`src/rtl/core/dqle_pkg.sv`:
```
package dqle_pkg;

  localparam int LABEL_DEPTH_DEF = 32;
  localparam logic [7:0] DOT_CHAR = 8'd46;

  typedef struct packed {
    logic [7:0] name_char;
    logic       end_of_name;
  } in_word_t;

  typedef struct packed {
    logic [7:0] out_byte;
    logic       last_byte;
    logic       label_overflow;
  } out_word_t;

  typedef struct packed {
    logic [7:0] ch;
    logic       store;
    logic       flush;
    logic       last;
  } cmd_t;

  typedef enum logic [1:0] {
    BK_IDLE,
    BK_LEN,
    BK_DATA,
    BK_TERM
  } back_state_t;

endpackage

```
`src/rtl/core/dns_qname_label_encoder_core.sv`:
```
// Channel   Direction  Handshake                 Word
// char      in         char_valid / char_stall   in_word_t  (name_char, end_of_name)
// byte      out        byte_valid / byte_stall   out_word_t (out_byte, last_byte,
//                                                            label_overflow)
//
// A character that does not close a label is stored in the back end's memory.
// A closing dot or final character then sends the length N of the label, its N
// bytes and, after a final char, the terminator; one word per cycle unless stalled.
// Reset clears the queue, label count, overflow flag and output valid.
// A stalled output holds its word; the two-entry queue accepts until it is full.
module dns_qname_label_encoder_core
  import dqle_pkg::*;
#(
  parameter int LABEL_DEPTH = LABEL_DEPTH_DEF
) (
  input  logic      clk,
  input  logic      rst,
  input  logic      char_valid,
  output logic      char_stall,
  input  in_word_t  char_word,
  output logic      byte_valid,
  input  logic      byte_stall,
  output out_word_t byte_word
);

  logic q_full;
  logic push;
  cmd_t push_cmd;
  logic q_valid;
  cmd_t q_cmd;
  logic pop;

  dqle_front u_front (
    .char_valid (char_valid),
    .char_stall (char_stall),
    .char_word  (char_word),
    .q_full     (q_full),
    .push       (push),
    .push_cmd   (push_cmd)
  );

  dqle_queue u_queue (
    .clk      (clk),
    .rst      (rst),
    .push     (push),
    .push_cmd (push_cmd),
    .full     (q_full),
    .q_valid  (q_valid),
    .q_cmd    (q_cmd),
    .pop      (pop)
  );

  dqle_back #(
    .LABEL_DEPTH (LABEL_DEPTH)
  ) u_back (
    .clk        (clk),
    .rst        (rst),
    .q_valid    (q_valid),
    .q_cmd      (q_cmd),
    .pop        (pop),
    .byte_valid (byte_valid),
    .byte_stall (byte_stall),
    .byte_word  (byte_word)
  );

endmodule

```
`src/rtl/core/dqle_queue.sv`:
```
module dqle_queue
  import dqle_pkg::*;
(
  input  logic clk,
  input  logic rst,
  input  logic push,
  input  cmd_t push_cmd,
  output logic full,
  output logic q_valid,
  output cmd_t q_cmd,
  input  logic pop
);

  cmd_t       slots [2];
  logic       wr_ptr;
  logic       rd_ptr;
  logic [1:0] fill;

  assign full    = (fill == 2'd2);
  assign q_valid = (fill != 2'd0);
  assign q_cmd   = slots[rd_ptr];

  always_ff @(posedge clk) begin
    if (rst) begin
      wr_ptr <= 1'b0;
      rd_ptr <= 1'b0;
      fill   <= 2'd0;
    end else begin
      if (push) begin
        wr_ptr <= ~wr_ptr;
      end
      if (pop) begin
        rd_ptr <= ~rd_ptr;
      end
      case ({push, pop})
        2'b10:   fill <= fill + 2'd1;
        2'b01:   fill <= fill - 2'd1;
        default: fill <= fill;
      endcase
    end
  end

  always_ff @(posedge clk) begin
    if (push) begin
      slots[wr_ptr] <= push_cmd;
    end
  end

endmodule

```
`src/rtl/core/dqle_front.sv`:
```
module dqle_front
  import dqle_pkg::*;
(
  input  logic     char_valid,
  output logic     char_stall,
  input  in_word_t char_word,
  input  logic     q_full,
  output logic     push,
  output cmd_t     push_cmd
);

  logic is_dot;

  assign is_dot     = (char_word.name_char == DOT_CHAR);
  assign char_stall = q_full;
  assign push       = char_valid && !q_full;

  always_comb begin
    push_cmd.ch    = char_word.name_char;
    push_cmd.store = !is_dot;
    push_cmd.flush = is_dot || char_word.end_of_name;
    push_cmd.last  = char_word.end_of_name;
  end

endmodule

```
`src/rtl/core/dqle_back.sv`:
```
module dqle_back
  import dqle_pkg::*;
#(
  parameter int LABEL_DEPTH = LABEL_DEPTH_DEF
) (
  input  logic      clk,
  input  logic      rst,
  input  logic      q_valid,
  input  cmd_t      q_cmd,
  output logic      pop,
  output logic      byte_valid,
  input  logic      byte_stall,
  output out_word_t byte_word
);

  localparam int IW = (LABEL_DEPTH > 1) ? $clog2(LABEL_DEPTH) : 1;
  localparam int CW = $clog2(LABEL_DEPTH + 1);

  logic [7:0]    mem [LABEL_DEPTH];
  logic [7:0]    rdata;
  logic [IW-1:0] raddr;
  logic          wr_en;

  back_state_t   state;
  back_state_t   state_next;
  logic [CW-1:0] cnt;
  logic [CW-1:0] cnt_next;
  logic          ovf;
  logic          ovf_next;
  logic [CW-1:0] idx;
  logic [CW-1:0] idx_next;
  logic [CW-1:0] idx_inc;
  logic          cmd_last;
  logic          cmd_last_next;
  logic          can_load;
  logic          load;
  out_word_t     load_word;

  assign can_load = !byte_valid || !byte_stall;
  assign idx_inc  = idx + 1'b1;

  always_comb begin
    state_next    = state;
    cnt_next      = cnt;
    ovf_next      = ovf;
    idx_next      = idx;
    cmd_last_next = cmd_last;
    pop           = 1'b0;
    wr_en         = 1'b0;
    load          = 1'b0;
    load_word     = '0;
    raddr         = idx[IW-1:0];
    case (state)
      BK_IDLE: begin
        if (q_valid) begin
          pop = 1'b1;
          if (q_cmd.store) begin
            if (cnt < CW'(LABEL_DEPTH)) begin
              wr_en    = 1'b1;
              cnt_next = cnt + 1'b1;
            end else begin
              ovf_next = 1'b1;
            end
          end
          if (q_cmd.flush) begin
            state_next    = BK_LEN;
            cmd_last_next = q_cmd.last;
          end
        end
      end
      BK_LEN: begin
        raddr = '0;
        if (can_load) begin
          load                     = 1'b1;
          load_word.out_byte       = 8'(cnt);
          load_word.label_overflow = ovf;
          idx_next                 = '0;
          if (cnt == '0) begin
            state_next = cmd_last ? BK_TERM : BK_IDLE;
          end else begin
            state_next = BK_DATA;
          end
        end
      end
      BK_DATA: begin
        if (can_load) begin
          load                     = 1'b1;
          load_word.out_byte       = rdata;
          load_word.label_overflow = ovf;
          raddr = (idx_inc < CW'(LABEL_DEPTH)) ? idx_inc[IW-1:0] : '0;
          if (idx_inc == cnt) begin
            cnt_next   = '0;
            state_next = cmd_last ? BK_TERM : BK_IDLE;
          end else begin
            idx_next = idx_inc;
          end
        end
      end
      BK_TERM: begin
        if (can_load) begin
          load                     = 1'b1;
          load_word.last_byte      = 1'b1;
          load_word.label_overflow = ovf;
          ovf_next                 = 1'b0;
          cnt_next                 = '0;
          state_next               = BK_IDLE;
        end
      end
      default: begin
        state_next = BK_IDLE;
      end
    endcase
  end

  always_ff @(posedge clk) begin
    if (rst) begin
      state      <= BK_IDLE;
      cnt        <= '0;
      ovf        <= 1'b0;
      byte_valid <= 1'b0;
    end else begin
      state <= state_next;
      cnt   <= cnt_next;
      ovf   <= ovf_next;
      if (load) begin
        byte_valid <= 1'b1;
      end else if (!byte_stall) begin
        byte_valid <= 1'b0;
      end
    end
  end

  always_ff @(posedge clk) begin
    idx      <= idx_next;
    cmd_last <= cmd_last_next;
    if (load) begin
      byte_word <= load_word;
    end
  end

  always_ff @(posedge clk) begin
    if (wr_en) begin
      mem[cnt[IW-1:0]] <= q_cmd.ch;
    end
    rdata <= mem[raddr];
  end

endmodule
```
`config.mk`:
```
export PLATFORM = sky130hd
export DESIGN_NAME = dns_qname_label_encoder_core
export DESIGN_NICKNAME = d
export VERILOG_FILES = /design/src/rtl/core/dqle_pkg.sv /design/src/rtl/core/dns_qname_label_encoder_core.sv /design/src/rtl/core/dqle_queue.sv /design/src/rtl/core/dqle_front.sv /design/src/rtl/core/dqle_back.sv
export SDC_FILE = /design/constraint.sdc
export NUM_CORES = 1
export LEC_CHECK = 0
export CORE_MARGIN = 3
export CORE_UTILIZATION = 43
export CTS_CLUSTER_SIZE = 8
export DETAILED_ROUTE_END_ITERATION = 8
export DONT_BUFFER_PORTS = 1
export SLEW_MARGIN = 40
export SYNTH_ARGS = -nofsm -noshare
export SYNTH_HDL_FRONTEND = slang
export SYNTH_SLANG_ARGS = --single-unit
```
`constraint.sdc`:
```
create_clock -name clk -period 4 [get_ports clk]
set_input_delay 0.6 -clock clk [delete_from_list [all_inputs] [get_ports clk]]
set_output_delay 0.6 -clock clk [all_outputs]
set_load 0.1 [all_outputs]
```
==> impl_metrics.csv <==
group,metric,value,unit
placed_design,place_area,14100,sq um
die,num_rows,64,
clock_network,cts_sinks,318,
drt,drt_iter0_drc,830,
yosys,synth_edf_count,295,
sta,hold_viol,0,
yosys,ys_seq_area_frac,0.692,
yosys,synthMuxAreaShare,0.0956,
hold_path,min_path_type,"in2reg",
yosys,yosysTopAreaCellShare,0.658,
worst_setup_path,start_kind,"register",
clock_network,cts_tree,"yes",
clock_network,clock_latency,0.53,ns
yosys,ys_ff_latch,318,
layout,fin_cells,1360,
layout,final_net_count,961,
sta,fmax,0.276,GHz
yosys,synthArstFlopShare,0,
die,dieArea,33500,sq um
yosys,synth_cell_types,65,
yosys,synth-compound-area-share,0.0855,
worst_setup_path,end_kind,"register",
pwr,peakVddDrop,0.345,mV
sta,finClkSkew,0.0153,ns
worst_setup_path,critical_path_arrival,4.04,ns
worst_setup_path,critical_path_class,"reg2reg",
sta,timing.final.crit_share,0.906,
drt,vias,7783,
layout,diodes,0,
grt,antenna_found_initial,2,
layout,final_cell_area,15400,sq um
placed_design,dp.final_hpwl,20000,um
yosys,synth_top_area_cell,"edfxtp_1",
yosys,ys_top_cells_by_count,"edfxtp_1 (295), mux2i_1 (78), nand2_1 (64)",
drt,ant_nets,0,
worst_setup_path,crit_chain,"inv_1 -> ha_1 -> a21bo_1 -> a211o_4 -> o21ai_4 -> buf_4 -> buf_4 -> mux2i_1 -> mux4_2 -> a221oi_2",
clock_network,ctsResizeCount,0,
yosys,ys_top_cells_by_area,"edfxtp_1 (66%), mux2i_1 (5.8%), dfxtp_1 (3.4%)",
yosys,synthCells,894,
sta,finalSetupTns,0,ns
yosys,yosysWarnings,0,
layout,area_growth,14.4,%
yosys,synth_top_family_by_area,"multiplexers",
sta,slew_violations,0,
worst_setup_path,cpLargestDelayFamily,"compound AO/OA/AOI/OAI gates",
status,status,"completed",
clock_network,hold_buffers,0,
clock_network,path_clk_slew,0.05,ns
yosys,synth_fp_nets,918,
yosys,yosysMostFrequentCell,"edfxtp_1",
yosys,syn_avg_cell_area,15.1,sq um
placed_design,portBuffers,0,
placed_design,globalplace.congestion,0.864,
worst_setup_path,max_stage_delay,0.48,ns
layout,drive_above_1_share,0.146,
grt,grt_pass1_vias,7754,
yosys,syn-cell-area,13500,sq um
yosys,yosys.area_share.simple,0.0732,
pwr,p_per_area,702,nW/um^2
sta,tightest_slew,0.899,ns
grt,grt_pass1_wl,47700,um
drt,post_drt_wl_per_cell,23.1,um
drt,viasPerCell,5.72,
sta,final.min_clock_period,3.63,ns
clock_network,clock_path_buffers,3,
clock_network,cts-root-buf,"clkbuf_16",
drt,drc,0,
placed_design,dp.cells,1285,
sta,setup-violations-final,0,
clock_network,h-tree-depth,2,
die,dieWidth,183,um
drt,drtPass1Iterations,5,
worst_setup_path,critPathMostFrequentCell,"buf_4",
sta,rsz0062_at_grt,"false",
clock_network,cts_inserted_buffers,45,
clock_network,post-cts-setup-buffers,0,
pwr,power_leakage,0.00524,uW
worst_setup_path,cpMaxStageDelayCell,"mux4_2",
yosys,synth_xor_area_frac,0.00883,
worst_setup_path,required,4.42,ns
grt,grt_max_degree,48,
job,maxCapViolCount,0,
sta,slew_headroom,0.402,
die,io_pins,25,
drt,wirelength,31400,um
die,start_util,0.438,
worst_setup_path,cp_max_fo,19,
worst_setup_path,crit_buf_inv,3,
die,fp.dieH,183,um
grt,grt-ovfl-total,0,
die,core,30700,sq um
yosys,synthFlopType,"edfxtp_1",
yosys,synth_fa_ha_area_frac,0.0102,
grt,grtUsageTotal,0.188,
## per-stage QoR
stage	worst slack, ns	power [uW]	util	hold WS [ns]
2_1_floorplan	0.902	6550	-	0.471
5_1_grt	0.197	11300	0.501	0.122
6_report	0.374	10800	0.501	0.138
3_5_place_dp	0.429	7420	0.458	0.491
4_1_cts	0.404	10900	0.500	0.120
3_3_place_gp	0.557	7320	0.456	0.486
## power breakdown
group          internal (uW)  switching [uW]
registers               4100             296
logic                   1070            1900
clock network           2140            1300
total                   7320            3490
## registers in the layout (all words and copies together) (netlist names), named ones only
name	cells
u_back.rdata	8
u_back.mem	256
u_back.byte_valid	1
u_queue.slots	22
u_back.byte_word	10
u_queue.wr_ptr	1
u_queue.rd_ptr	1
u_back.idx	6
u_back.cnt	6
u_back.state	2
u_queue.fill	2
u_back.cmd_last	1
u_back.ovf	1
## cell usage in the layout (no fill, tap or decap), drive strengths merged, types with 7 or more instances in the layout
cell     synthesis  final
a22oi            7      7
a221oi           7      7
o21ai            8      8
nand2           64     64
clkbuf          34     74
nand3           24     24
mux2             9      9
and2            12     12
nor2            62     62
dfxtp           23     23
edfxtp         295    295
a21oi           13     13
o2111ai         13     13
ha              11     11
mux2i           78     78
mux4            18     18
nor3             8      8
inv             37     38
nand4           10     10
buf             22     51
o211ai          41     41
a22o             9      9
## kinds of logic after synthesis
logic type	after synthesis
AO/OA/AOI/OAI	144
buffers and inverters	93
multiplexers	105
AND/OR/NAND/NOR	211
XOR/XNOR	12
adder cells (fa/ha/maj)	11
flip-flops	318
## cell type report
class / instances / area (sq um)
Fill cell: 2612 / 15300
Sequential cell: 318 / 9320
Tap cell: 396 / 495
Inverter: 37 / 139
Timing Repair Buffer: 52 / 475
Clock inverter: 1 / 8.76
Multi-Input combinational cell: 483 / 3690
Clock buffer: 73 / 1270
## final timing paths
kind	depth (start not counted)	slack [ns]	start	end
setup / recovery	10	0.37	u_back.state[0]$_SDFFE_PP0P_	u_back.rdata[7]$_DFF_P_
hold / removal	1	0.14	rst	u_back.byte_valid$_SDFFE_PP0P_
setup reg to reg	10	0.37	u_back.state[0]$_SDFFE_PP0P_	u_back.rdata[7]$_DFF_P_
hold reg to reg	2	0.50	u_queue.rd_ptr$_SDFFE_PP0P_	register
## per-layer routing
layer  track usage  vias to the layer above  share of wire
met5             0                        -              0
met4        0.0582                        0          0.028
met3        0.0357                       63          0.066
met2         0.304                      268           0.47
met1         0.262                     3899           0.43
li1              -                     3553              -
No activity file was read; power rests on OpenSTA's default activity.
